==> src/sv/aes_ctr_pkg.sv <==
// Shared types, constants and AES helper functions for the counter-mode keystream block.
package aes_ctr_pkg;

    // Configuration register indexes.
    localparam logic [2:0] REG_KEY_SIZE   = 3'd0;
    localparam logic [2:0] REG_KEY_WORD_0 = 3'd1;
    localparam logic [2:0] REG_KEY_WORD_1 = 3'd2;
    localparam logic [2:0] REG_KEY_WORD_2 = 3'd3;
    localparam logic [2:0] REG_KEY_WORD_3 = 3'd4;
    localparam logic [2:0] REG_NONCE_HIGH = 3'd5;
    localparam logic [2:0] REG_NONCE_LOW  = 3'd6;

    // Key size codes; the unused code acts as a 128-bit key.
    localparam logic [1:0] KEY_128 = 2'd0;
    localparam logic [1:0] KEY_192 = 2'd1;
    localparam logic [1:0] KEY_256 = 2'd2;

    // Depth of the keystream block queue.
    localparam int Q_DEPTH = 2;
    localparam int Q_CNT_W = $clog2(Q_DEPTH + 1);
    localparam int Q_PTR_W = $clog2(Q_DEPTH);

    // Status of the key expansion, seen by the keystream generator.
    typedef struct packed {
        logic       done;
        logic [3:0] nr;
    } kexp_status_t;

    // Status of the block queue.
    typedef struct packed {
        logic               nonempty;
        logic [Q_CNT_W-1:0] count;
    } q_status_t;

    localparam logic [7:0] SBOX [256] = '{
        8'h63,8'h7c,8'h77,8'h7b,8'hf2,8'h6b,8'h6f,8'hc5,8'h30,8'h01,8'h67,8'h2b,8'hfe,8'hd7,8'hab,8'h76,
        8'hca,8'h82,8'hc9,8'h7d,8'hfa,8'h59,8'h47,8'hf0,8'had,8'hd4,8'ha2,8'haf,8'h9c,8'ha4,8'h72,8'hc0,
        8'hb7,8'hfd,8'h93,8'h26,8'h36,8'h3f,8'hf7,8'hcc,8'h34,8'ha5,8'he5,8'hf1,8'h71,8'hd8,8'h31,8'h15,
        8'h04,8'hc7,8'h23,8'hc3,8'h18,8'h96,8'h05,8'h9a,8'h07,8'h12,8'h80,8'he2,8'heb,8'h27,8'hb2,8'h75,
        8'h09,8'h83,8'h2c,8'h1a,8'h1b,8'h6e,8'h5a,8'ha0,8'h52,8'h3b,8'hd6,8'hb3,8'h29,8'he3,8'h2f,8'h84,
        8'h53,8'hd1,8'h00,8'hed,8'h20,8'hfc,8'hb1,8'h5b,8'h6a,8'hcb,8'hbe,8'h39,8'h4a,8'h4c,8'h58,8'hcf,
        8'hd0,8'hef,8'haa,8'hfb,8'h43,8'h4d,8'h33,8'h85,8'h45,8'hf9,8'h02,8'h7f,8'h50,8'h3c,8'h9f,8'ha8,
        8'h51,8'ha3,8'h40,8'h8f,8'h92,8'h9d,8'h38,8'hf5,8'hbc,8'hb6,8'hda,8'h21,8'h10,8'hff,8'hf3,8'hd2,
        8'hcd,8'h0c,8'h13,8'hec,8'h5f,8'h97,8'h44,8'h17,8'hc4,8'ha7,8'h7e,8'h3d,8'h64,8'h5d,8'h19,8'h73,
        8'h60,8'h81,8'h4f,8'hdc,8'h22,8'h2a,8'h90,8'h88,8'h46,8'hee,8'hb8,8'h14,8'hde,8'h5e,8'h0b,8'hdb,
        8'he0,8'h32,8'h3a,8'h0a,8'h49,8'h06,8'h24,8'h5c,8'hc2,8'hd3,8'hac,8'h62,8'h91,8'h95,8'he4,8'h79,
        8'he7,8'hc8,8'h37,8'h6d,8'h8d,8'hd5,8'h4e,8'ha9,8'h6c,8'h56,8'hf4,8'hea,8'h65,8'h7a,8'hae,8'h08,
        8'hba,8'h78,8'h25,8'h2e,8'h1c,8'ha6,8'hb4,8'hc6,8'he8,8'hdd,8'h74,8'h1f,8'h4b,8'hbd,8'h8b,8'h8a,
        8'h70,8'h3e,8'hb5,8'h66,8'h48,8'h03,8'hf6,8'h0e,8'h61,8'h35,8'h57,8'hb9,8'h86,8'hc1,8'h1d,8'h9e,
        8'he1,8'hf8,8'h98,8'h11,8'h69,8'hd9,8'h8e,8'h94,8'h9b,8'h1e,8'h87,8'he9,8'hce,8'h55,8'h28,8'hdf,
        8'h8c,8'ha1,8'h89,8'h0d,8'hbf,8'he6,8'h42,8'h68,8'h41,8'h99,8'h2d,8'h0f,8'hb0,8'h54,8'hbb,8'h16
    };

    function automatic logic [7:0] sbox(input logic [7:0] b);
        return SBOX[b];
    endfunction

    function automatic logic [31:0] sub_word(input logic [31:0] w);
        return {sbox(w[31:24]), sbox(w[23:16]), sbox(w[15:8]), sbox(w[7:0])};
    endfunction

    // Round constant for a given word-group index.
    function automatic logic [7:0] rcon(input logic [3:0] i);
        logic [7:0] r;
        case (i)
            4'd1:    r = 8'h01;
            4'd2:    r = 8'h02;
            4'd3:    r = 8'h04;
            4'd4:    r = 8'h08;
            4'd5:    r = 8'h10;
            4'd6:    r = 8'h20;
            4'd7:    r = 8'h40;
            4'd8:    r = 8'h80;
            4'd9:    r = 8'h1b;
            4'd10:   r = 8'h36;
            default: r = 8'h00;
        endcase
        return r;
    endfunction

    function automatic logic [7:0] xtime(input logic [7:0] x);
        return {x[6:0], 1'b0} ^ (x[7] ? 8'h1b : 8'h00);
    endfunction

    // One AES round without the round key: SubBytes, ShiftRows and, unless last, MixColumns.
    // Byte k of the state sits at bits 127-8k down.
    function automatic logic [127:0] aes_round(input logic [127:0] s, input logic last);
        logic [7:0]   t [16];
        logic [127:0] o;
        logic [7:0]   a0, a1, a2, a3, al;
        int           r, c;
        for (r = 0; r < 4; r++) begin
            for (c = 0; c < 4; c++) begin
                t[r + 4 * c] = sbox(s[127 - 8 * (r + 4 * ((c + r) & 3)) -: 8]);
            end
        end
        for (c = 0; c < 4; c++) begin
            a0 = t[4 * c];
            a1 = t[4 * c + 1];
            a2 = t[4 * c + 2];
            a3 = t[4 * c + 3];
            al = a0 ^ a1 ^ a2 ^ a3;
            if (last) begin
                o[127 - 32 * c -: 32] = {a0, a1, a2, a3};
            end else begin
                o[127 - 32 * c -: 32] = {a0 ^ al ^ xtime(a0 ^ a1), a1 ^ al ^ xtime(a1 ^ a2),
                                         a2 ^ al ^ xtime(a2 ^ a3), a3 ^ al ^ xtime(a3 ^ a0)};
            end
        end
        return o;
    endfunction

endpackage

==> src/sv/aes_ctr_xor.sv <==
// Byte stage: combines each input byte with the next keystream byte into an output register.
module aes_ctr_xor (
    input  logic                    clk,
    input  logic                    rst_n,
    input  logic                    restart,
    input  logic                    in_valid,
    output logic                    in_ready,
    input  logic [7:0]              plain_byte,
    output logic                    out_valid,
    input  logic                    out_ready,
    output logic [7:0]              cipher_byte,
    input  logic [127:0]            head,
    input  aes_ctr_pkg::q_status_t  qstat,
    output logic                    pop
);

    logic [3:0] pos_reg, pos_next;
    logic       ov_reg, ov_next;
    logic [7:0] data_reg;
    logic [6:0] base;
    logic       accept;

    // Accept while a block is queued and the output register is free or draining.
    assign in_ready = qstat.nonempty && (!ov_reg || out_ready) && !restart;
    assign accept   = in_valid && in_ready;
    assign pop      = accept && (pos_reg == 4'hf);
    assign base     = {~pos_reg, 3'b000};

    always_comb
    begin
        pos_next = pos_reg;
        ov_next  = ov_reg;
        if (restart) begin
            pos_next = 4'd0;
            ov_next  = 1'b0;
        end else if (accept) begin
            pos_next = pos_reg + 4'd1;
            ov_next  = 1'b1;
        end else if (out_ready) begin
            ov_next = 1'b0;
        end
    end

    always_ff @(posedge clk or negedge rst_n)
    begin
        if (!rst_n) begin
            pos_reg <= 4'd0;
            ov_reg  <= 1'b0;
        end else begin
            pos_reg <= pos_next;
            ov_reg  <= ov_next;
        end
    end

    always_ff @(posedge clk)
    begin
        if (accept) begin
            data_reg <= plain_byte ^ head[base +: 8];
        end
    end

    assign out_valid   = ov_reg;
    assign cipher_byte = data_reg;

endmodule

==> config.mk <==
export PLATFORM = sky130hd
export DESIGN_NAME = aes_ctr_xor
export DESIGN_NICKNAME = d
export VERILOG_FILES = /design/src/sv/aes_ctr_pkg.sv /design/src/sv/aes_ctr_xor.sv
export SDC_FILE = /design/constraint.sdc
export NUM_CORES = 1
export LEC_CHECK = 0
export BUFFER_PORTS_ARGS = -buffer_cell sky130_fd_sc_hd__buf_4
export CAP_MARGIN = 20
export CORE_MARGIN = 8
export CORE_UTILIZATION = 30
export DETAILED_ROUTE_END_ITERATION = 7
export GPL_ROUTABILITY_DRIVEN = 0
export PLACE_DENSITY = 0.67
export SYNTH_ARGS = -nofsm -noshare
export SYNTH_HDL_FRONTEND = slang
export SYNTH_SLANG_ARGS = --single-unit
==> constraint.sdc <==
create_clock -name clk -period 2.1 [get_ports clk]
set_input_delay 0.21 -clock clk [delete_from_list [all_inputs] [get_ports clk]]
set_output_delay 0.21 -clock clk [all_outputs]
set_load 0.1 [all_outputs]
==> results.yml <==
timing:
  setup_viol_count_final: 0
  worst_pin_slew_ps: 521
  slew_viol_final: 0
  max_freq_ghz: 0.515
  period_share_pct: 92.5
  holdWs_ps: 185
  hold_viol: 0
  rsz0062_at_grt: "false"
  relSlewSlack_pct: 65.3
  clock_skew_ps: 5.08
  fin_crit_ps: 1940
placed_design:
  io_buffers: 152
  post-dp-hpwl_um: 5600
synth:
  synth_top_area_cell: "mux4_1"
  synth_top_cell_area_share_pct: 32.4
  synth_cell_types: 22
  synthTopCellsByCount: "25 x mux2i_1, 21 x mux4_1, 11 x mux4_2, 10 x xor2_1, 8 x edfxtp_1"
  yosys_warnings: 0
  ys_seq_area_share_pct: 21.5
  ys.flop_type: "edfxtp_1"
  syn_nets: 252
  synth_edf_count: 8
  synth_most_common_cell: "mux2i_1"
  netlist_instances: 107
  ys_ff_latch: 13
  syn-cell-area_um2: 1700
  synth_area_leaders: "mux4_1 32%, mux2i_1 15%, mux4_2 15%"
  syn_area_per_cell_um2: 15.9
  async_reset_ff_share_pct: 38.5
die:
  die_x_um: 91.3
  die-area_um2: 8340
  dieHeight_um: 91.3
  core_area_um2: 5510
  rows: 27
  start_util_pct: 30.9
  io-pin-count: 155
global_routing:
  antenna_found_initial: 0
  track_usage_pct: 14.5
  grt_first_pass_wirelength_um: 9790
  grt-busiest-layer: "met2"
  grt-ovfl-total: 0
  grt_use_met3_pct: 4.44
  grt_max_degree: 21
  grt_pass1_vias: 1953
  met2_usage_pct: 26.9
  grt_util_met1_pct: 15.5
finish:
  syn_to_final_growth_pct: 74.2
  final_util_pct: 53.9
  antenna_cells: 0
  final_nets: 407
  drive_gt1_share_pct: 67.8
  largest_reg_flops: 8
power_and_ir_drop:
  ir_worst_vdd_mv: 0.249
  powerDensity_nw_per_um2: 332
  p_leak_nw: 1.32
clock_network:
  clock-sinks: 13
  clkSlewWorstSetupHoldPaths_ps: 60
  post_cts_buffers: 0
  hold_buffers: 1
  numCtsBuffers: 3
  h-tree-depth: 1
  clock_latency_ps: 240
  max-clock-path-buffers: 2
  cts-root-buf: "clkbuf_8"
  cts_tree: "built"
  ctsResizeCount: 0
setup_path:
  critical_path_class: "register to register"
  worstReg2RegStart: "pos_reg[1]$_DFFE_PN0P_"
  crit_path_start_kind: "register"
  critPathLaunch: "pos_reg[1]$_DFFE_PN0P_"
  cp_max_fo: 19
  required_ps: 2090
  worstPathArrival_ps: 1930
  worstSetupEndpointType: "register"
flow_run:
  maxCapViolCount: 0
drt:
  wirelength_um: 6370
  drt-initial-drc-count: 31
  post-route-drc-count: 0
  first_pass_iters: 4
  routed_via_density: 4.95
  vias: 1649
  wl_per_cell_um: 19.1
  ant_nets: 0
status:
  status: "finished, final reports clean"
worst_hold_path:
  min-delay-start: "restart"
  min_path_type: "input port to register"
## metrics by stage
stage | setup WS (ps) | std cells | TNS, ps | instance area, µm² | power (mW)
6_report | 159 | 333 | 0 | 2970 | 0.986
4_1_cts | 158 | 333 | 0 | 2970 | 0.996
2_1_floorplan | -417 | 107 | -417 | 1710 | 0.529
3_3_place_gp | 179 | 328 | 0 | 2910 | 0.762
5_1_grt | 92.9 | 333 | 0 | 2970 | 1.04
3_5_place_dp | 167 | 328 | 0 | 2910 | 0.771
## kinds of logic (layout without fill, tap and decap cells)
group                    Yosys count  in the layout  share of synthesized area [%]
multiplexers                      57             57                           61.6
flip-flops                        13             13                           21.5
AND/OR/NAND/NOR                   12             12                           3.53
buffers and inverters             11            165                           6.61
XOR/XNOR                          10             10                           5.14
AO/OA/AOI/OAI                      3              3                          0.881
adder cells (fa/ha/maj)            1              1                          0.735
## cells in the final DEF, fill, tap and decap left out, types with 2 or more instances in the layout
cell	instances
a21oi_1	2
xor2_1	10
edfxtp_1	8
mux4_2	11
buf_4	158
mux2i_1	25
mux4_1	21
buf_12	2
dfrtp_1	4
nor2_1	4
clkbuf_8	3
nand3_1	2
## report_power, final
part | total (mW) | switching (mW) | internal, mW
sequential | 0.296 | 0.00688 | 0.289
combinational | 0.466 | 0.177 | 0.289
clock | 0.223 | 0.0894 | 0.134
## per-layer routing
layer | wire length (µm) | vias up
met1 | 2380 | 790
met3 | 459 | 9
met4 | 74 | 0
met2 | 3450 | 72
li1 | - | 778
met5 | 0 | -
## worst paths after layout
kind                                       endpoint  slack (ps)  cells after the start
setup / recovery           cipher_byte[7]$_DFFE_PP_         160                      5
hold / removal                out_valid$_DFFE_PN0P_         180                      2
setup reg to reg           cipher_byte[7]$_DFFE_PP_         160                      5
hold reg to reg               out_valid$_DFFE_PN0P_         620                      2
max in group asynchronous    pos_reg[1]$_DFFE_PN0P_        1670                      2
min in group asynchronous    pos_reg[3]$_DFFE_PN0P_         300                      2
## layout make-up
class | count | area (µm²)
Clock buffer | 4 | 45.0
Sequential cell | 13 | 367
Tap cell | 72 | 90.1
Multi-Input combinational cell | 83 | 1230
Timing Repair Buffer | 161 | 1240
Fill cell | 478 | 2540
## critical path: stages (launching register included)
cell     delay (ps)
dfrtp_2         410
buf_12          190
mux4_1          570
mux2i_1         230
mux2i_1         120
xor2_1          160
Power figures use the tool's default switching activity.
