`src/sv/aes_ctr_pkg.sv`:
```
// Shared types, constants and AES helper functions for the counter-mode keystream block.
package aes_ctr_pkg;

    // Configuration register indexes.
    localparam logic [2:0] REG_KEY_SIZE   = 3'd0;
    localparam logic [2:0] REG_KEY_WORD_0 = 3'd1;
    localparam logic [2:0] REG_KEY_WORD_1 = 3'd2;
    localparam logic [2:0] REG_KEY_WORD_2 = 3'd3;
    localparam logic [2:0] REG_KEY_WORD_3 = 3'd4;
    localparam logic [2:0] REG_NONCE_HIGH = 3'd5;
    localparam logic [2:0] REG_NONCE_LOW  = 3'd6;

    // Key size codes; the unused code acts as a 128-bit key.
    localparam logic [1:0] KEY_128 = 2'd0;
    localparam logic [1:0] KEY_192 = 2'd1;
    localparam logic [1:0] KEY_256 = 2'd2;

    // Depth of the keystream block queue.
    localparam int Q_DEPTH = 2;
    localparam int Q_CNT_W = $clog2(Q_DEPTH + 1);
    localparam int Q_PTR_W = $clog2(Q_DEPTH);

    // Status of the key expansion, seen by the keystream generator.
    typedef struct packed {
        logic       done;
        logic [3:0] nr;
    } kexp_status_t;

    // Status of the block queue.
    typedef struct packed {
        logic               nonempty;
        logic [Q_CNT_W-1:0] count;
    } q_status_t;

    localparam logic [7:0] SBOX [256] = '{
        8'h63,8'h7c,8'h77,8'h7b,8'hf2,8'h6b,8'h6f,8'hc5,8'h30,8'h01,8'h67,8'h2b,8'hfe,8'hd7,8'hab,8'h76,
        8'hca,8'h82,8'hc9,8'h7d,8'hfa,8'h59,8'h47,8'hf0,8'had,8'hd4,8'ha2,8'haf,8'h9c,8'ha4,8'h72,8'hc0,
        8'hb7,8'hfd,8'h93,8'h26,8'h36,8'h3f,8'hf7,8'hcc,8'h34,8'ha5,8'he5,8'hf1,8'h71,8'hd8,8'h31,8'h15,
        8'h04,8'hc7,8'h23,8'hc3,8'h18,8'h96,8'h05,8'h9a,8'h07,8'h12,8'h80,8'he2,8'heb,8'h27,8'hb2,8'h75,
        8'h09,8'h83,8'h2c,8'h1a,8'h1b,8'h6e,8'h5a,8'ha0,8'h52,8'h3b,8'hd6,8'hb3,8'h29,8'he3,8'h2f,8'h84,
        8'h53,8'hd1,8'h00,8'hed,8'h20,8'hfc,8'hb1,8'h5b,8'h6a,8'hcb,8'hbe,8'h39,8'h4a,8'h4c,8'h58,8'hcf,
        8'hd0,8'hef,8'haa,8'hfb,8'h43,8'h4d,8'h33,8'h85,8'h45,8'hf9,8'h02,8'h7f,8'h50,8'h3c,8'h9f,8'ha8,
        8'h51,8'ha3,8'h40,8'h8f,8'h92,8'h9d,8'h38,8'hf5,8'hbc,8'hb6,8'hda,8'h21,8'h10,8'hff,8'hf3,8'hd2,
        8'hcd,8'h0c,8'h13,8'hec,8'h5f,8'h97,8'h44,8'h17,8'hc4,8'ha7,8'h7e,8'h3d,8'h64,8'h5d,8'h19,8'h73,
        8'h60,8'h81,8'h4f,8'hdc,8'h22,8'h2a,8'h90,8'h88,8'h46,8'hee,8'hb8,8'h14,8'hde,8'h5e,8'h0b,8'hdb,
        8'he0,8'h32,8'h3a,8'h0a,8'h49,8'h06,8'h24,8'h5c,8'hc2,8'hd3,8'hac,8'h62,8'h91,8'h95,8'he4,8'h79,
        8'he7,8'hc8,8'h37,8'h6d,8'h8d,8'hd5,8'h4e,8'ha9,8'h6c,8'h56,8'hf4,8'hea,8'h65,8'h7a,8'hae,8'h08,
        8'hba,8'h78,8'h25,8'h2e,8'h1c,8'ha6,8'hb4,8'hc6,8'he8,8'hdd,8'h74,8'h1f,8'h4b,8'hbd,8'h8b,8'h8a,
        8'h70,8'h3e,8'hb5,8'h66,8'h48,8'h03,8'hf6,8'h0e,8'h61,8'h35,8'h57,8'hb9,8'h86,8'hc1,8'h1d,8'h9e,
        8'he1,8'hf8,8'h98,8'h11,8'h69,8'hd9,8'h8e,8'h94,8'h9b,8'h1e,8'h87,8'he9,8'hce,8'h55,8'h28,8'hdf,
        8'h8c,8'ha1,8'h89,8'h0d,8'hbf,8'he6,8'h42,8'h68,8'h41,8'h99,8'h2d,8'h0f,8'hb0,8'h54,8'hbb,8'h16
    };

    function automatic logic [7:0] sbox(input logic [7:0] b);
        return SBOX[b];
    endfunction

    function automatic logic [31:0] sub_word(input logic [31:0] w);
        return {sbox(w[31:24]), sbox(w[23:16]), sbox(w[15:8]), sbox(w[7:0])};
    endfunction

    // Round constant for a given word-group index.
    function automatic logic [7:0] rcon(input logic [3:0] i);
        logic [7:0] r;
        case (i)
            4'd1:    r = 8'h01;
            4'd2:    r = 8'h02;
            4'd3:    r = 8'h04;
            4'd4:    r = 8'h08;
            4'd5:    r = 8'h10;
            4'd6:    r = 8'h20;
            4'd7:    r = 8'h40;
            4'd8:    r = 8'h80;
            4'd9:    r = 8'h1b;
            4'd10:   r = 8'h36;
            default: r = 8'h00;
        endcase
        return r;
    endfunction

    function automatic logic [7:0] xtime(input logic [7:0] x);
        return {x[6:0], 1'b0} ^ (x[7] ? 8'h1b : 8'h00);
    endfunction

    // One AES round without the round key: SubBytes, ShiftRows and, unless last, MixColumns.
    // Byte k of the state sits at bits 127-8k down.
    function automatic logic [127:0] aes_round(input logic [127:0] s, input logic last);
        logic [7:0]   t [16];
        logic [127:0] o;
        logic [7:0]   a0, a1, a2, a3, al;
        int           r, c;
        for (r = 0; r < 4; r++) begin
            for (c = 0; c < 4; c++) begin
                t[r + 4 * c] = sbox(s[127 - 8 * (r + 4 * ((c + r) & 3)) -: 8]);
            end
        end
        for (c = 0; c < 4; c++) begin
            a0 = t[4 * c];
            a1 = t[4 * c + 1];
            a2 = t[4 * c + 2];
            a3 = t[4 * c + 3];
            al = a0 ^ a1 ^ a2 ^ a3;
            if (last) begin
                o[127 - 32 * c -: 32] = {a0, a1, a2, a3};
            end else begin
                o[127 - 32 * c -: 32] = {a0 ^ al ^ xtime(a0 ^ a1), a1 ^ al ^ xtime(a1 ^ a2),
                                         a2 ^ al ^ xtime(a2 ^ a3), a3 ^ al ^ xtime(a3 ^ a0)};
            end
        end
        return o;
    endfunction

endpackage

```
`src/sv/aes_ctr_kexp.sv`:
```
// Key expansion unit: one round-key word per cycle into a round-key register file.
module aes_ctr_kexp (
    input  logic                       clk,
    input  logic                       rst_n,
    input  logic                       restart,
    input  logic [1:0]                 key_size,
    input  logic [255:0]               key,
    input  logic [3:0]                 rd_idx,
    output logic [127:0]               rd_key,
    output aes_ctr_pkg::kexp_status_t  status
);

    logic [3:0][31:0] rk_reg [15];
    logic [31:0]      win_reg [8];
    logic [5:0]       cnt_reg, cnt_next;
    logic [2:0]       mod_reg, mod_next;
    logic [3:0]       rci_reg, rci_next;
    logic             busy_reg, busy_next;
    logic [3:0]       nk, nr;
    logic [5:0]       total;
    logic [31:0]      t, new_word;

    // Key geometry from the key size code.
    always_comb
    begin
        case (key_size)
            aes_ctr_pkg::KEY_192: nk = 4'd6;
            aes_ctr_pkg::KEY_256: nk = 4'd8;
            default:              nk = 4'd4;
        endcase
        nr    = nk + 4'd6;
        total = {nr, 2'b00} + 6'd4;
    end

    // Next expanded word, from the key itself or from the sliding window.
    always_comb
    begin
        t = win_reg[7];
        if (mod_reg == 3'd0) begin
            t = aes_ctr_pkg::sub_word({win_reg[7][23:0], win_reg[7][31:24]})
                ^ {aes_ctr_pkg::rcon(rci_reg), 24'h0};
        end else if (nk == 4'd8 && mod_reg == 3'd4) begin
            t = aes_ctr_pkg::sub_word(win_reg[7]);
        end
        if (cnt_reg < {2'b00, nk}) begin
            new_word = key[8'd255 - {cnt_reg[2:0], 5'd0} -: 32];
        end else begin
            new_word = win_reg[3'(4'd8 - nk)] ^ t;
        end
    end

    // Counters that track the word index, its position in the key group and the group number.
    always_comb
    begin
        cnt_next  = cnt_reg;
        mod_next  = mod_reg;
        rci_next  = rci_reg;
        busy_next = busy_reg;
        if (restart) begin
            cnt_next  = 6'd0;
            mod_next  = 3'd0;
            rci_next  = 4'd0;
            busy_next = 1'b1;
        end else if (busy_reg) begin
            cnt_next = cnt_reg + 6'd1;
            if ({1'b0, mod_reg} == nk - 4'd1) begin
                mod_next = 3'd0;
                rci_next = rci_reg + 4'd1;
            end else begin
                mod_next = mod_reg + 3'd1;
            end
            if (cnt_reg == total - 6'd1) begin
                busy_next = 1'b0;
            end
        end
    end

    always_ff @(posedge clk or negedge rst_n)
    begin
        if (!rst_n) begin
            cnt_reg  <= 6'd0;
            mod_reg  <= 3'd0;
            rci_reg  <= 4'd0;
            busy_reg <= 1'b1;
        end else begin
            cnt_reg  <= cnt_next;
            mod_reg  <= mod_next;
            rci_reg  <= rci_next;
            busy_reg <= busy_next;
        end
    end

    // Window of the last eight words and the round-key file.
    always_ff @(posedge clk)
    begin
        if (busy_reg && !restart) begin
            for (int i = 0; i < 7; i++) begin
                win_reg[i] <= win_reg[i + 1];
            end
            win_reg[7] <= new_word;
            rk_reg[cnt_reg[5:2]][2'd3 - cnt_reg[1:0]] <= new_word;
        end
    end

    assign rd_key      = rk_reg[rd_idx];
    assign status.done = !busy_reg;
    assign status.nr   = nr;

endmodule

```
`config.mk`:
```
export PLATFORM = sky130hd
export DESIGN_NAME = aes_ctr_kexp
export DESIGN_NICKNAME = d
export VERILOG_FILES = /design/src/sv/aes_ctr_pkg.sv /design/src/sv/aes_ctr_kexp.sv
export SDC_FILE = /design/constraint.sdc
export NUM_CORES = 2
export LEC_CHECK = 0
export BUFFER_PORTS_ARGS = -buffer_cell sky130_fd_sc_hd__buf_4
export CORE_ASPECT_RATIO = 0.9
export CORE_MARGIN = 5
export CORE_UTILIZATION = 29
export CTS_CLUSTER_DIAMETER = 200
export CTS_CLUSTER_SIZE = 16
export DETAILED_ROUTE_END_ITERATION = 10
export SETUP_SLACK_MARGIN = 0.3
export SLEW_MARGIN = 5
export SYNTH_ARGS = -nofsm -noshare
export SYNTH_HDL_FRONTEND = slang
export SYNTH_SLANG_ARGS = --single-unit
```
`constraint.sdc`:
```
create_clock -name clk -period 15.15 [get_ports clk]
set_clock_uncertainty 0.1 [all_clocks]
set_input_delay 3.03 -clock clk [delete_from_list [all_inputs] [get_ports clk]]
set_output_delay 3.03 -clock clk [all_outputs]
set_load 0.005 [all_outputs]
```
==> metrics.md <==
| Metric | Value |
|---|---|
| Die area | `352000 um^2` |
| Via-to-Cell Ratio | `5.51` |
| Port bufs | `395` |
| Gr ovfl total | `0` |
| Initial Util | `29.1%` |
| Layout Area Growth over Synthesis | `13.5%` |
| Placed cell count | `10623` |
| CTS tree | `built` |
| Synth Area per Inst | `16.4 um^2` |
| Post-synthesis sequential area ratio | `66.6%` |
| CP required | `12.02 ns` |
| Crit Path Max Fanout | `76` |
| Max Freq | `104 MHz` |
| Multi-input combinational cell area | `31500 um^2` |
| DP Worst Slack | `5.40 ns` |
| Cells on worst reg2reg path | `14` |
| Cell accounting for the most synthesized area | `edfxtp_1` |
| Worst Setup SP | `rd_idx[0]` |
| Total number of vias | `59689` |
| Seq. cell area | `65700 um^2` |
| Yosys warning count | `0` |
| Setup crit start kind | `input port` |
| IR drop worst, VDD | `117 uV` |
| First-pass GRT wire length | `452000 um` |
| Fin crit share | `63.5%` |
| CP endpoint | `rd_key[82]` |
| Nets@finish | `6611` |
| Final Slew Violations | `0` |
| Max reg flops | `1920` |
| Fraction of layout cells with a size suffix above 1 | `24.8%` |
| Min Hold Slack | `0.316 ns` |
| Final hold violation count | `0` |
| Final Worst Setup Slack | `5.53 ns` |
| Clock tree sinks | `2190` |
| CTS root buf | `clkbuf_16` |
| Largest net degree at the start of global routing | `170` |
| Asr flop ratio synth | `0.639%` |
| Hold buffer count at cts | `0` |
| CTS clk-pin slew, worst paths | `0.08 ns` |
| Max Cap Violations | `0` |
| Core area | `339000 um^2` |
| Post-DP HPWL | `191000 um` |
| Post-DR wirelength/cell | `29.6 um` |
| Row Count | `203` |
| DIE WIDTH | `625 um` |
| Vias in the first global route | `59524` |
| Resized cells post-CTS | `0` |
| Synth Register Bits | `2190` |
| RSZ-0062 raised after global routing | `no` |
| Gpl congestion | `0.937` |
| Final TNS setup | `0 ns` |
| IO Pins | `398` |
| Worst-Margin Slew | `1.25 ns` |
| Top cells by instance count after synthesis | `edfxtp_1 (2176), mux4_2 (618), nand2_1 (339)` |
| Finished Core Util | `33.0%` |
| R2R Path Start | `win_reg[7][1]` |
| Worst-case clock buffer depth | `3` |
| Post-Synthesis Cells | `6008` |
| Area of the mapped netlist | `98700 um^2` |
| Die height | `563 um` |
| Fill cell count | `32585` |
| Postcts setup bufs | `0` |
| Drt first pass iters | `6` |
| H-Tree Depth | `4` |
| Synth top area cells | `edfxtp_1 (66%), mux4_2 (14%), mux2i_1 (1.6%), o21ai_0 (1.6%), nand2_1 (1.3%)` |
| Initial antenna violation count | `19` |
| Antenna-violating nets left | `0` |
| Status | `finished, final reports clean` |
| Setup Crit Path Kind | `input port to primary output` |
| WHS Path Cells | `0` |
| Routed WL | `321000 um` |
| Power per cell area | `128 nW/um^2` |
| Top-count cell post-synth | `edfxtp_1` |
| Worst reg2reg setup slack | `8.73 ns` |
| # DRC | `0` |
| Top_reg_cell synth | `edfxtp_1` |
| CTS buffer count | `155` |
| Mapped Nets | `6349` |
| Area share of the largest cell type after synthesis | `66.2%` |
| Post-synth EDFFs | `2176` |
| Worst-Skew Late Latency | `0.85 ns` |
| Relative slew slack | `16.2%` |
| Worst Hold Class | `flop to flop` |
| Setup violators final | `0` |
| Cell variety after synth | `95` |
| Leak | `35.1 nW` |
| Fin cells | `10831` |
| RR Endpoint | `rk_reg[6][107]` |
| DR iter-0 viols | `7162` |
| Fin crit period | `9.62 ns` |
| Crit end category | `primary output` |
| Global-route usage over all layers | `17.6%` |
| Data arrival, critical path | `6.49 ns` |
[area by class of cell]
type,count,share of cell area (%)
sequential,2190,58.7
multi-input combinational,3260,28.1
tap,4510,5.04
timing repair buffer,601,4.11
clock buffer,174,3.55
clock inverter,16,0.266
inverter,62,0.208
antenna,18,0.0402
[through the flow]
step                      power (mW)  cell area [um^2]
final                           14.4            112000
after global routing            14.9            112000
after CTS                       14.5            112000
after detailed placement        10.6            108000
after global placement          10.6            108000
after floorplan                 9.17             98700
[metal layers]
metal  wire length (um)  GRT usage (%)  vias up  share of wire, %
met5                 13              0        -            0.0041
met4              11500           6.10        2               3.6
met3              20100           2.25      519               6.2
met2             158000           29.8     2781                49
met1             131000           23.4    31531                41
li1                   -              -    24856                 -
[critical path, cell delays in order]
cell	delay, ns
buf_8	0.54
buf_12	0.57
buf_4	0.81
mux4_2	0.61
mux4_2	0.55
buf_4	0.17
[report_power, final]
group	internal, mW	switching, mW	leakage, nW
clock	1.88	2.02	2.08
combinational	0.951	2.31	13.1
sequential	7.18	0.0407	19.9
[cell usage in the layout, fill, tap and decap left out, types with 19 or more instances in the layout]
master	n
edfxtp_1	2176
mux4_2	618
buf_4	592
nand2_1	339
o21ai_0	315
a21oi_1	188
nor2_1	170
mux2i_1	156
clkbuf_16	156
nor2b_1	130
nand3_1	113
a211oi_1	100
nor3_1	83
nand2b_1	80
ha_1	74
o211ai_1	72
nor2_4	61
inv_1	54
a31oi_1	53
o311ai_0	44
and2_1	39
o31ai_1	37
xnor2_1	35
a311oi_1	30
or2_2	29
a21oi_4	27
o22ai_1	26
o221ai_1	25
nand4_1	23
o2111ai_1	22
a22oi_1	19
xor2_1	19
[worst min-delay path by stage]
stage / to / startpoint
after floorplan: win_reg[0][0] / win_reg[1][0]
after global placement: win_reg[4][2] / win_reg[5][2]
after detailed placement: win_reg[2][8] / win_reg[3][8]
after CTS: win_reg[2][11] / win_reg[3][11]
after global routing: win_reg[2][11] / win_reg[3][11]
final: win_reg[2][11] / win_reg[3][11]
[cell families after synthesis]
kind of cell,count (synthesis),synth area share (%)
flops,2190,66.6
compound gates,1173,7.98
simple gates,1165,5.78
mux,790,15.9
buf+inv,558,2.34
fa+ha+maj,76,0.964
xor+xnor,54,0.479
other cells,2,0.00761
Note: power is estimated with default switching activity, not from simulation.
