--- src/sv/aes_ctr_pkg.sv ---
// Shared types, constants and AES helper functions for the counter-mode keystream block.
package aes_ctr_pkg;

    // Configuration register indexes.
    localparam logic [2:0] REG_KEY_SIZE   = 3'd0;
    localparam logic [2:0] REG_KEY_WORD_0 = 3'd1;
    localparam logic [2:0] REG_KEY_WORD_1 = 3'd2;
    localparam logic [2:0] REG_KEY_WORD_2 = 3'd3;
    localparam logic [2:0] REG_KEY_WORD_3 = 3'd4;
    localparam logic [2:0] REG_NONCE_HIGH = 3'd5;
    localparam logic [2:0] REG_NONCE_LOW  = 3'd6;

    // Key size codes; the unused code acts as a 128-bit key.
    localparam logic [1:0] KEY_128 = 2'd0;
    localparam logic [1:0] KEY_192 = 2'd1;
    localparam logic [1:0] KEY_256 = 2'd2;

    // Depth of the keystream block queue.
    localparam int Q_DEPTH = 2;
    localparam int Q_CNT_W = $clog2(Q_DEPTH + 1);
    localparam int Q_PTR_W = $clog2(Q_DEPTH);

    // Status of the key expansion, seen by the keystream generator.
    typedef struct packed {
        logic       done;
        logic [3:0] nr;
    } kexp_status_t;

    // Status of the block queue.
    typedef struct packed {
        logic               nonempty;
        logic [Q_CNT_W-1:0] count;
    } q_status_t;

    localparam logic [7:0] SBOX [256] = '{
        8'h63,8'h7c,8'h77,8'h7b,8'hf2,8'h6b,8'h6f,8'hc5,8'h30,8'h01,8'h67,8'h2b,8'hfe,8'hd7,8'hab,8'h76,
        8'hca,8'h82,8'hc9,8'h7d,8'hfa,8'h59,8'h47,8'hf0,8'had,8'hd4,8'ha2,8'haf,8'h9c,8'ha4,8'h72,8'hc0,
        8'hb7,8'hfd,8'h93,8'h26,8'h36,8'h3f,8'hf7,8'hcc,8'h34,8'ha5,8'he5,8'hf1,8'h71,8'hd8,8'h31,8'h15,
        8'h04,8'hc7,8'h23,8'hc3,8'h18,8'h96,8'h05,8'h9a,8'h07,8'h12,8'h80,8'he2,8'heb,8'h27,8'hb2,8'h75,
        8'h09,8'h83,8'h2c,8'h1a,8'h1b,8'h6e,8'h5a,8'ha0,8'h52,8'h3b,8'hd6,8'hb3,8'h29,8'he3,8'h2f,8'h84,
        8'h53,8'hd1,8'h00,8'hed,8'h20,8'hfc,8'hb1,8'h5b,8'h6a,8'hcb,8'hbe,8'h39,8'h4a,8'h4c,8'h58,8'hcf,
        8'hd0,8'hef,8'haa,8'hfb,8'h43,8'h4d,8'h33,8'h85,8'h45,8'hf9,8'h02,8'h7f,8'h50,8'h3c,8'h9f,8'ha8,
        8'h51,8'ha3,8'h40,8'h8f,8'h92,8'h9d,8'h38,8'hf5,8'hbc,8'hb6,8'hda,8'h21,8'h10,8'hff,8'hf3,8'hd2,
        8'hcd,8'h0c,8'h13,8'hec,8'h5f,8'h97,8'h44,8'h17,8'hc4,8'ha7,8'h7e,8'h3d,8'h64,8'h5d,8'h19,8'h73,
        8'h60,8'h81,8'h4f,8'hdc,8'h22,8'h2a,8'h90,8'h88,8'h46,8'hee,8'hb8,8'h14,8'hde,8'h5e,8'h0b,8'hdb,
        8'he0,8'h32,8'h3a,8'h0a,8'h49,8'h06,8'h24,8'h5c,8'hc2,8'hd3,8'hac,8'h62,8'h91,8'h95,8'he4,8'h79,
        8'he7,8'hc8,8'h37,8'h6d,8'h8d,8'hd5,8'h4e,8'ha9,8'h6c,8'h56,8'hf4,8'hea,8'h65,8'h7a,8'hae,8'h08,
        8'hba,8'h78,8'h25,8'h2e,8'h1c,8'ha6,8'hb4,8'hc6,8'he8,8'hdd,8'h74,8'h1f,8'h4b,8'hbd,8'h8b,8'h8a,
        8'h70,8'h3e,8'hb5,8'h66,8'h48,8'h03,8'hf6,8'h0e,8'h61,8'h35,8'h57,8'hb9,8'h86,8'hc1,8'h1d,8'h9e,
        8'he1,8'hf8,8'h98,8'h11,8'h69,8'hd9,8'h8e,8'h94,8'h9b,8'h1e,8'h87,8'he9,8'hce,8'h55,8'h28,8'hdf,
        8'h8c,8'ha1,8'h89,8'h0d,8'hbf,8'he6,8'h42,8'h68,8'h41,8'h99,8'h2d,8'h0f,8'hb0,8'h54,8'hbb,8'h16
    };

    function automatic logic [7:0] sbox(input logic [7:0] b);
        return SBOX[b];
    endfunction

    function automatic logic [31:0] sub_word(input logic [31:0] w);
        return {sbox(w[31:24]), sbox(w[23:16]), sbox(w[15:8]), sbox(w[7:0])};
    endfunction

    // Round constant for a given word-group index.
    function automatic logic [7:0] rcon(input logic [3:0] i);
        logic [7:0] r;
        case (i)
            4'd1:    r = 8'h01;
            4'd2:    r = 8'h02;
            4'd3:    r = 8'h04;
            4'd4:    r = 8'h08;
            4'd5:    r = 8'h10;
            4'd6:    r = 8'h20;
            4'd7:    r = 8'h40;
            4'd8:    r = 8'h80;
            4'd9:    r = 8'h1b;
            4'd10:   r = 8'h36;
            default: r = 8'h00;
        endcase
        return r;
    endfunction

    function automatic logic [7:0] xtime(input logic [7:0] x);
        return {x[6:0], 1'b0} ^ (x[7] ? 8'h1b : 8'h00);
    endfunction

    // One AES round without the round key: SubBytes, ShiftRows and, unless last, MixColumns.
    // Byte k of the state sits at bits 127-8k down.
    function automatic logic [127:0] aes_round(input logic [127:0] s, input logic last);
        logic [7:0]   t [16];
        logic [127:0] o;
        logic [7:0]   a0, a1, a2, a3, al;
        int           r, c;
        for (r = 0; r < 4; r++) begin
            for (c = 0; c < 4; c++) begin
                t[r + 4 * c] = sbox(s[127 - 8 * (r + 4 * ((c + r) & 3)) -: 8]);
            end
        end
        for (c = 0; c < 4; c++) begin
            a0 = t[4 * c];
            a1 = t[4 * c + 1];
            a2 = t[4 * c + 2];
            a3 = t[4 * c + 3];
            al = a0 ^ a1 ^ a2 ^ a3;
            if (last) begin
                o[127 - 32 * c -: 32] = {a0, a1, a2, a3};
            end else begin
                o[127 - 32 * c -: 32] = {a0 ^ al ^ xtime(a0 ^ a1), a1 ^ al ^ xtime(a1 ^ a2),
                                         a2 ^ al ^ xtime(a2 ^ a3), a3 ^ al ^ xtime(a3 ^ a0)};
            end
        end
        return o;
    endfunction

endpackage

--- src/sv/aes_ctr_fifo.sv ---
// Short queue of finished keystream blocks between the generator and the byte stage.
module aes_ctr_fifo (
    input  logic                    clk,
    input  logic                    rst_n,
    input  logic                    flush,
    input  logic                    push,
    input  logic [127:0]            push_data,
    input  logic                    pop,
    output logic [127:0]            head,
    output aes_ctr_pkg::q_status_t  status
);

    localparam int PW = aes_ctr_pkg::Q_PTR_W;
    localparam int CW = aes_ctr_pkg::Q_CNT_W;

    logic [127:0]  mem_reg [aes_ctr_pkg::Q_DEPTH];
    logic [PW-1:0] wr_reg, wr_next, rd_reg, rd_next;
    logic [CW-1:0] cnt_reg, cnt_next;

    // Pointer and fill count update.
    always_comb
    begin
        wr_next  = wr_reg;
        rd_next  = rd_reg;
        cnt_next = cnt_reg;
        if (flush) begin
            wr_next  = '0;
            rd_next  = '0;
            cnt_next = '0;
        end else begin
            if (push) begin
                wr_next = (wr_reg == PW'(aes_ctr_pkg::Q_DEPTH - 1)) ? '0 : wr_reg + PW'(1);
            end
            if (pop) begin
                rd_next = (rd_reg == PW'(aes_ctr_pkg::Q_DEPTH - 1)) ? '0 : rd_reg + PW'(1);
            end
            cnt_next = cnt_reg + CW'(push) - CW'(pop);
        end
    end

    always_ff @(posedge clk or negedge rst_n)
    begin
        if (!rst_n) begin
            wr_reg  <= '0;
            rd_reg  <= '0;
            cnt_reg <= '0;
        end else begin
            wr_reg  <= wr_next;
            rd_reg  <= rd_next;
            cnt_reg <= cnt_next;
        end
    end

    always_ff @(posedge clk)
    begin
        if (push && !flush) begin
            mem_reg[wr_reg] <= push_data;
        end
    end

    assign head            = mem_reg[rd_reg];
    assign status.nonempty = (cnt_reg != '0);
    assign status.count    = cnt_reg;

endmodule

--- config.mk ---
export PLATFORM = sky130hd
export DESIGN_NAME = aes_ctr_fifo
export DESIGN_NICKNAME = d
export VERILOG_FILES = /design/src/sv/aes_ctr_pkg.sv /design/src/sv/aes_ctr_fifo.sv
export SDC_FILE = /design/constraint.sdc
export NUM_CORES = 1
export LEC_CHECK = 0
export BUFFER_PORTS_ARGS = -buffer_cell sky130_fd_sc_hd__buf_4
export CORE_MARGIN = 1.5
export CORE_UTILIZATION = 50
export DETAILED_ROUTE_END_ITERATION = 12
export GPL_ROUTABILITY_DRIVEN = 0
export PLACE_DENSITY = 0.77
export SYNTH_ARGS = -nofsm -noshare
export SYNTH_HDL_FRONTEND = slang
export SYNTH_SLANG_ARGS = --single-unit
--- constraint.sdc ---
create_clock -name clk -period 26.2 [get_ports clk]
set_input_delay 0 -clock clk [delete_from_list [all_inputs] [get_ports clk]]
set_output_delay 0 -clock clk [all_outputs]
set_load 0.05 [all_outputs]
==> impl_metrics.toml, run 1 <==
[floorplanning]
rows = 50
die_h_um = 140.8
start_util_pct = 50.92
core_sq_um = 18640
die_area_sq_um = 19820
boundaryPins = 264
fp.dieW_um = 140.8

[layout]
area_delta_synth_final_pct = 45.68
layout-drive-gt1-share_pct = 51.06
finish.net_count = 966
n_fill_cell = 1071
seqCellArea_sq_um = 7791
final_cell_mix = "buf_4, edfxtp_1, dlygate4sd3_1, mux2_2, clkbuf_16"
multi_input_area_sq_um = 1555
stdcell_count = 1085
largest_reg_flops = 256
layout_commonest_cell = "buf_4"

[power]
peakVddDrop_mv = 0.05001
power.density_nw_per_um2 = 73.89
p_leak_nw = 5.185

[timing]
tightest_slew_ns = 0.9789
setup_viol = 0
maxSlewHeadroom_pct = 34.74
fmax_mhz = 328.8
post-route-min-period_ns = 3.041
rsz0062_at_grt = "no"
slew_violations = 0
whs_ns = 0.05422
hold_viol = 0
period_share_pct = 11.61
clock_skew_ns = 0.01337
fin_setup_tns_ns = 0

[clock_network]
max-clock-path-buffers = 3
htreeDepth = 1
clk_latency_ns = 0.51
cts_tree = "yes"
cts_sinks = 260
root_buffer = "clkbuf_16"
path_clk_slew_ns = 0.06
cts_buffers = 27

[global_route]
overflow = 0
antenna_found_initial = 0
grt_usage_pct = 19.70
grt_pass1_wl_um = 30250
grt_pass1_vias = 5858
grt_start_max_net_pins = 75

[logic_synthesis]
yosysSeqAreaShare_pct = 82.04
synth_edf_count = 256
ys_ff_latch = 260
syn_inst = 416
synth_area_sq_um = 9493
synth_flop_cell = "edfxtp_1"
syn_area_per_cell_sq_um = 22.82
async_reset_ff_share_pct = 1.538
yosysWarnings = 0
syn_nets = 551
synth_cell_types = 14

[hold_path]
worstHoldPathCells = 4
hold_class = "in -> reg"

[routing]
drtPass1Iterations = 4
wl_per_cell_um = 18.62
vias_per_cell = 5.001
drt_iter0_drc = 206
finalWirelength_um = 20210
ant_nets = 0
drc_errors = 0
vias = 5426

[worst_setup_path]
cp.arrival_ns = 3.04
worstRegToRegCells = 2
startpoint_type = "flop"
critPathRequiredTime_ns = 26.20
cp_max_fo = 74
crit_path_end_kind = "output pin"
critPathKind = "reg -> out"

[job]
maxCapViolations = 0

[placement]
dp_hpwl_um = 11390
io_buffers = 263
dp.cells = 903

[status]
status = "finished, final reports clean"
-- area by class of cell --
class	instances	area share, %
inverters	2	0.05428
flip-flops and latches	260	56.34
clock inverters	16	1.086
multi-input cells	140	11.25
repair buffers	400	24.12
well taps	234	2.117
diodes	1	0.01809
clock buffers	32	5.021
-- kinds of logic (layout without fill, tap and decap cells) --
family	after synthesis	count (layout)	share of synthesized area (%)
XOR/XNOR	3	3	0.4218
adder cells (fa/ha/maj)	2	2	0.2636
buffers and inverters	16	450	1.674
flip-flops	260	260	82.04
multiplexers	128	128	15.18
other	0	1	0
AND/OR/NAND/NOR	7	7	0.4219
-- report_power, final --
| part | total, W | internal (W) | switching, W |
|---|---|---|---|
| Combinational | 0.000176 | 0.0000704 | 0.000105 |
| Clock | 0.000363 | 0.000217 | 0.000145 |
| Sequential | 0.000484 | 0.000476 | 0.00000757 |
-- stage by stage --
stage	cell area (sq um)	utilization, %	setup slack [ns]	power, W
final	13830	74.18	23.16	0.001022
after global routing	13830	74.17	23.03	0.001055
after detailed placement	11650	62.50	23.60	0.0006498
after CTS	13830	74.17	23.16	0.001028
after floorplan	9493	-	15.75	0.0006007
after global placement	11650	62.50	23.70	0.0006464
-- final timing paths --
path / from / end / slack, ns
worst max-delay path: rd_reg$_DFFE_PN0P_ / head[6] / 23.16
worst min-delay path: pop / cnt_reg[1]$_DFF_PN0_ / 0.05
worst max register to register: wr_reg$_DFFE_PN0P_ / mem_reg[1][3]$_DFFE_PP_ / 23.62
worst min register to register: wr_reg$_DFFE_PN0P_ / wr_reg$_DFFE_PN0P_ / 0.62
max in group asynchronous: rst_n / rd_reg$_DFFE_PN0P_ / 25.57
min in group asynchronous: rst_n / rd_reg$_DFFE_PN0P_ / 0.42
-- worst max-delay path, stage by stage, from the launching register on --
cell and delay (ns):
dfrtp_4 0.90, buf_4 0.85, mux2_2 0.43, buf_4 0.19
-- synth_stat cells (2+ instances only) --
library cell	count	area, sq um
dfrtp_1	4	100.1
edfxtp_1	256	7687
inv_1	2	7.510
xnor2_1	2	17.52
nor2_1	3	11.26
ha_1	2	25.02
buf_6	13	146.4
mux2_2	128	1441
-- what timing repair did --
item	CTS	global route
resized for setup	0	0
endpoints found under the setup margin	0	0
setup buffers	0	0
hold buffers	133	0
hold endpoints to repair	264	0
-- per-layer routing --
metal | share of wire (%) | GRT usage (%) | up-vias
met3 | 6.8 | 4.925 | 38
li1 | - | - | 2488
met2 | 52 | 35.42 | 224
met1 | 39 | 23.54 | 2676
met4 | 2.6 | 5.757 | 0
met5 | 0 | 0 | -
Note: power is estimated with default switching activity, not from simulation.
==> inputs of run 2 (changes only) <==
ABC_AREA = 1   (was not set)
CORE_UTILIZATION = 47   (was 50)
PLACE_DENSITY = 0.76   (was 0.77)
clock period = 2.5 ns   (was 26.2 ns; I/O delays follow)
==> impl_metrics.toml, run 2 <==
[timing]
post-route-min-period_ns = 2.005
maxSlewHeadroom_pct = 62.99
slew_violations = 0
setup_ws_ns = 0.4948
period_share_pct = 80.21
tightest_slew_ns = 0.5551
rsz0062_at_grt = "no"
fmax_mhz = 498.7
setup_viol = 0
clock_skew_ns = 0.007272
fin_setup_tns_ns = 0
hold_viol = 0

[power]
power.density_nw_per_um2 = 742.8
p_leak_nw = 5.241
peakVddDrop_mv = 0.6158
finalPower_w = 0.01036

[hold_path]
hold_end = "mem_reg[0][84]$_DFFE_PP_"
hold_class = "in -> reg"
hold_start = "push_data[84]"
worstHoldPathCells = 2

[worst_setup_path]
startpoint_type = "flop"
path_depth = 3
cp_num_buf_inv = 2
worstRegToRegCells = 7
cp.arrival_ns = 2.01
r2r-start = "cnt_reg[0]$_DFF_PN0_"
crit_family = "buffers and inverters"
critPathRequiredTime_ns = 2.50
r2r-end = "cnt_reg[0]$_DFF_PN0_"
critPathKind = "reg -> out"
crit_chain = "buf_12 -> mux2_2 -> buf_4"
slowest_stage = "dfrtp_4"
cp_max_fo = 83
reg2reg_slack_ns = 0.79
critical-path-max-stage-delay_ns = 0.44
crit_start = "rd_reg$_DFFE_PN0P_"
crit_path_end_kind = "output pin"

[logic_synthesis]
synth_common_cells = "edfxtp_1, mux2_2, buf_6"
yosysWarnings = 0
syn_inst = 426
synth_cell_types = 15
synth_area_sq_um = 9480
syn_nets = 561
synth_most_common_cell = "edfxtp_1"
yosysSeqAreaShare_pct = 82.14
synth_top_area_cell = "edfxtp_1"
ys_ff_latch = 260
async_reset_ff_share_pct = 1.538
synth_top_area_share_pct = 81.09
synth_edf_count = 256
syn_area_per_cell_sq_um = 22.25
yosys-top-cells-area = "edfxtp_1, mux2_2, buf_6"
synth_flop_cell = "edfxtp_1"

[routing]
routed.top_layer = "met4"
wl_per_cell_um = 18.82
drtPass1Iterations = 4
wl_met3_um = 1336
wl_met2_um = 11260
drt-met1-wl_um = 8125
drc_errors = 0
ant_nets = 0
vias = 5510
finalWirelength_um = 21210
vias_per_cell = 4.889
drt_iter0_drc = 210

[layout]
n_fill_cell = 1198
finish.net_count = 978
layout-drive-gt1-share_pct = 51.22
area_delta_synth_final_pct = 47.12
layout_commonest_cell = "buf_4"
largest_reg_flops = 256
fin_util_pct = 70.96
final_cell_mix = "buf_4, edfxtp_1, dlygate4sd3_1, mux2_2, clkbuf_16"

[floorplanning]
rows = 51
boundaryPins = 264
fp.dieW_um = 145.0
start_util_pct = 48.24
core_sq_um = 19650
die_area_sq_um = 21030
die_h_um = 145.0

[clock_network]
cts_setup_buffers = 0
cts-resized-gates = 0
htreeDepth = 1
clk_latency_ns = 0.51
cts_tree = "yes"
max-clock-path-buffers = 3
cts_sinks = 260
path_clk_slew_ns = 0.06
cts_buffers = 26
root_buffer = "clkbuf_16"

[status]
status = "finished, final reports clean"

[global_route]
grt_pass1_vias = 6158
overflow = 0
antenna_found_initial = 0
grt_pass1_wl_um = 32690
grt_start_max_net_pins = 96
grt_usage_pct = 19.75

[job]
maxCapViolations = 0

[placement]
dp_hpwl_um = 12080
io_buffers = 263
dpl_worst_slack_ns = 1.045
run 2: stage by stage:
| stage | cells | instance area (sq um) | hold WS, ns |
|---|---|---|---|
| after floorplan | 426 | 9495 | -0.2956 |
| final | 1127 | 13950 | 0.2137 |
| after detailed placement | 946 | 11780 | -0.1953 |
| after global routing | 1126 | 13940 | 0.2002 |
| after CTS | 1126 | 13940 | 0.1861 |
| after global placement | 946 | 11780 | -0.2003 |
run 2: worst max path at each step:
| stage | slack (ns) | endpoint |
|---|---|---|
| 2_1_floorplan | -0.24 | mem_reg[1][0]$_DFFE_PP_ |
| 5_1_grt | 0.44 | head[47] |
| 6_report | 0.49 | head[68] |
| 4_1_cts | 0.49 | head[64] |
| 3_3_place_gp | 1.07 | head[64] |
| 3_5_place_dp | 1.04 | head[64] |
run 2: final cells by class:
type,instances,area [sq um],area share [%]
Antenna cell,1,2.502,0.01794
Clock buffer,28,679.4,4.871
Clock inverter,18,146.4,1.050
Inverter,7,26.28,0.1884
Multi-Input combinational cell,145,1546,11.09
Sequential cell,260,7791,55.86
Tap cell,265,331.6,2.377
Timing Repair Buffer,403,3423,24.54
run 2: routing by layer:
metal,up-vias,track usage (%)
met4,0,6.237
li1,2519,-
met1,2723,23.37
met5,-,0
met3,41,4.088
met2,227,35.96
run 2: cells by family after synthesis:
| family | Yosys count | share of synthesized area, % |
|---|---|---|
| simple gates | 12 | 0.5278 |
| mux | 128 | 15.20 |
| compound gates | 3 | 0.1583 |
| fa+ha+maj | 2 | 0.2639 |
| buf+inv | 21 | 1.703 |
| flops | 260 | 82.14 |
run 2: power by group:
| group | leakage, nW | internal [W] | total [W] | switching [W] |
|---|---|---|---|---|
| clock network | 0.408 | 0.00217 | 0.00373 | 0.00156 |
| registers | 2.40 | 0.00497 | 0.00501 | 0.0000405 |
| logic | 2.43 | 0.000656 | 0.00163 | 0.000970 |
run 2: repair_timing:
item                                    CTS  global route
endpoints found under the setup margin    0             0
hold endpoints to repair                264             0
hold buffers                            134             0
run 2: worst reg2reg max path, stage by stage, from the launching register on:
cell and delay (ns):
dfrtp_1 0.35, inv_1 0.06, ha_1 0.27, inv_1 0.04, ha_1 0.26, inv_1 0.05
nor2_1 0.03, dlygate4sd3_1 0.54
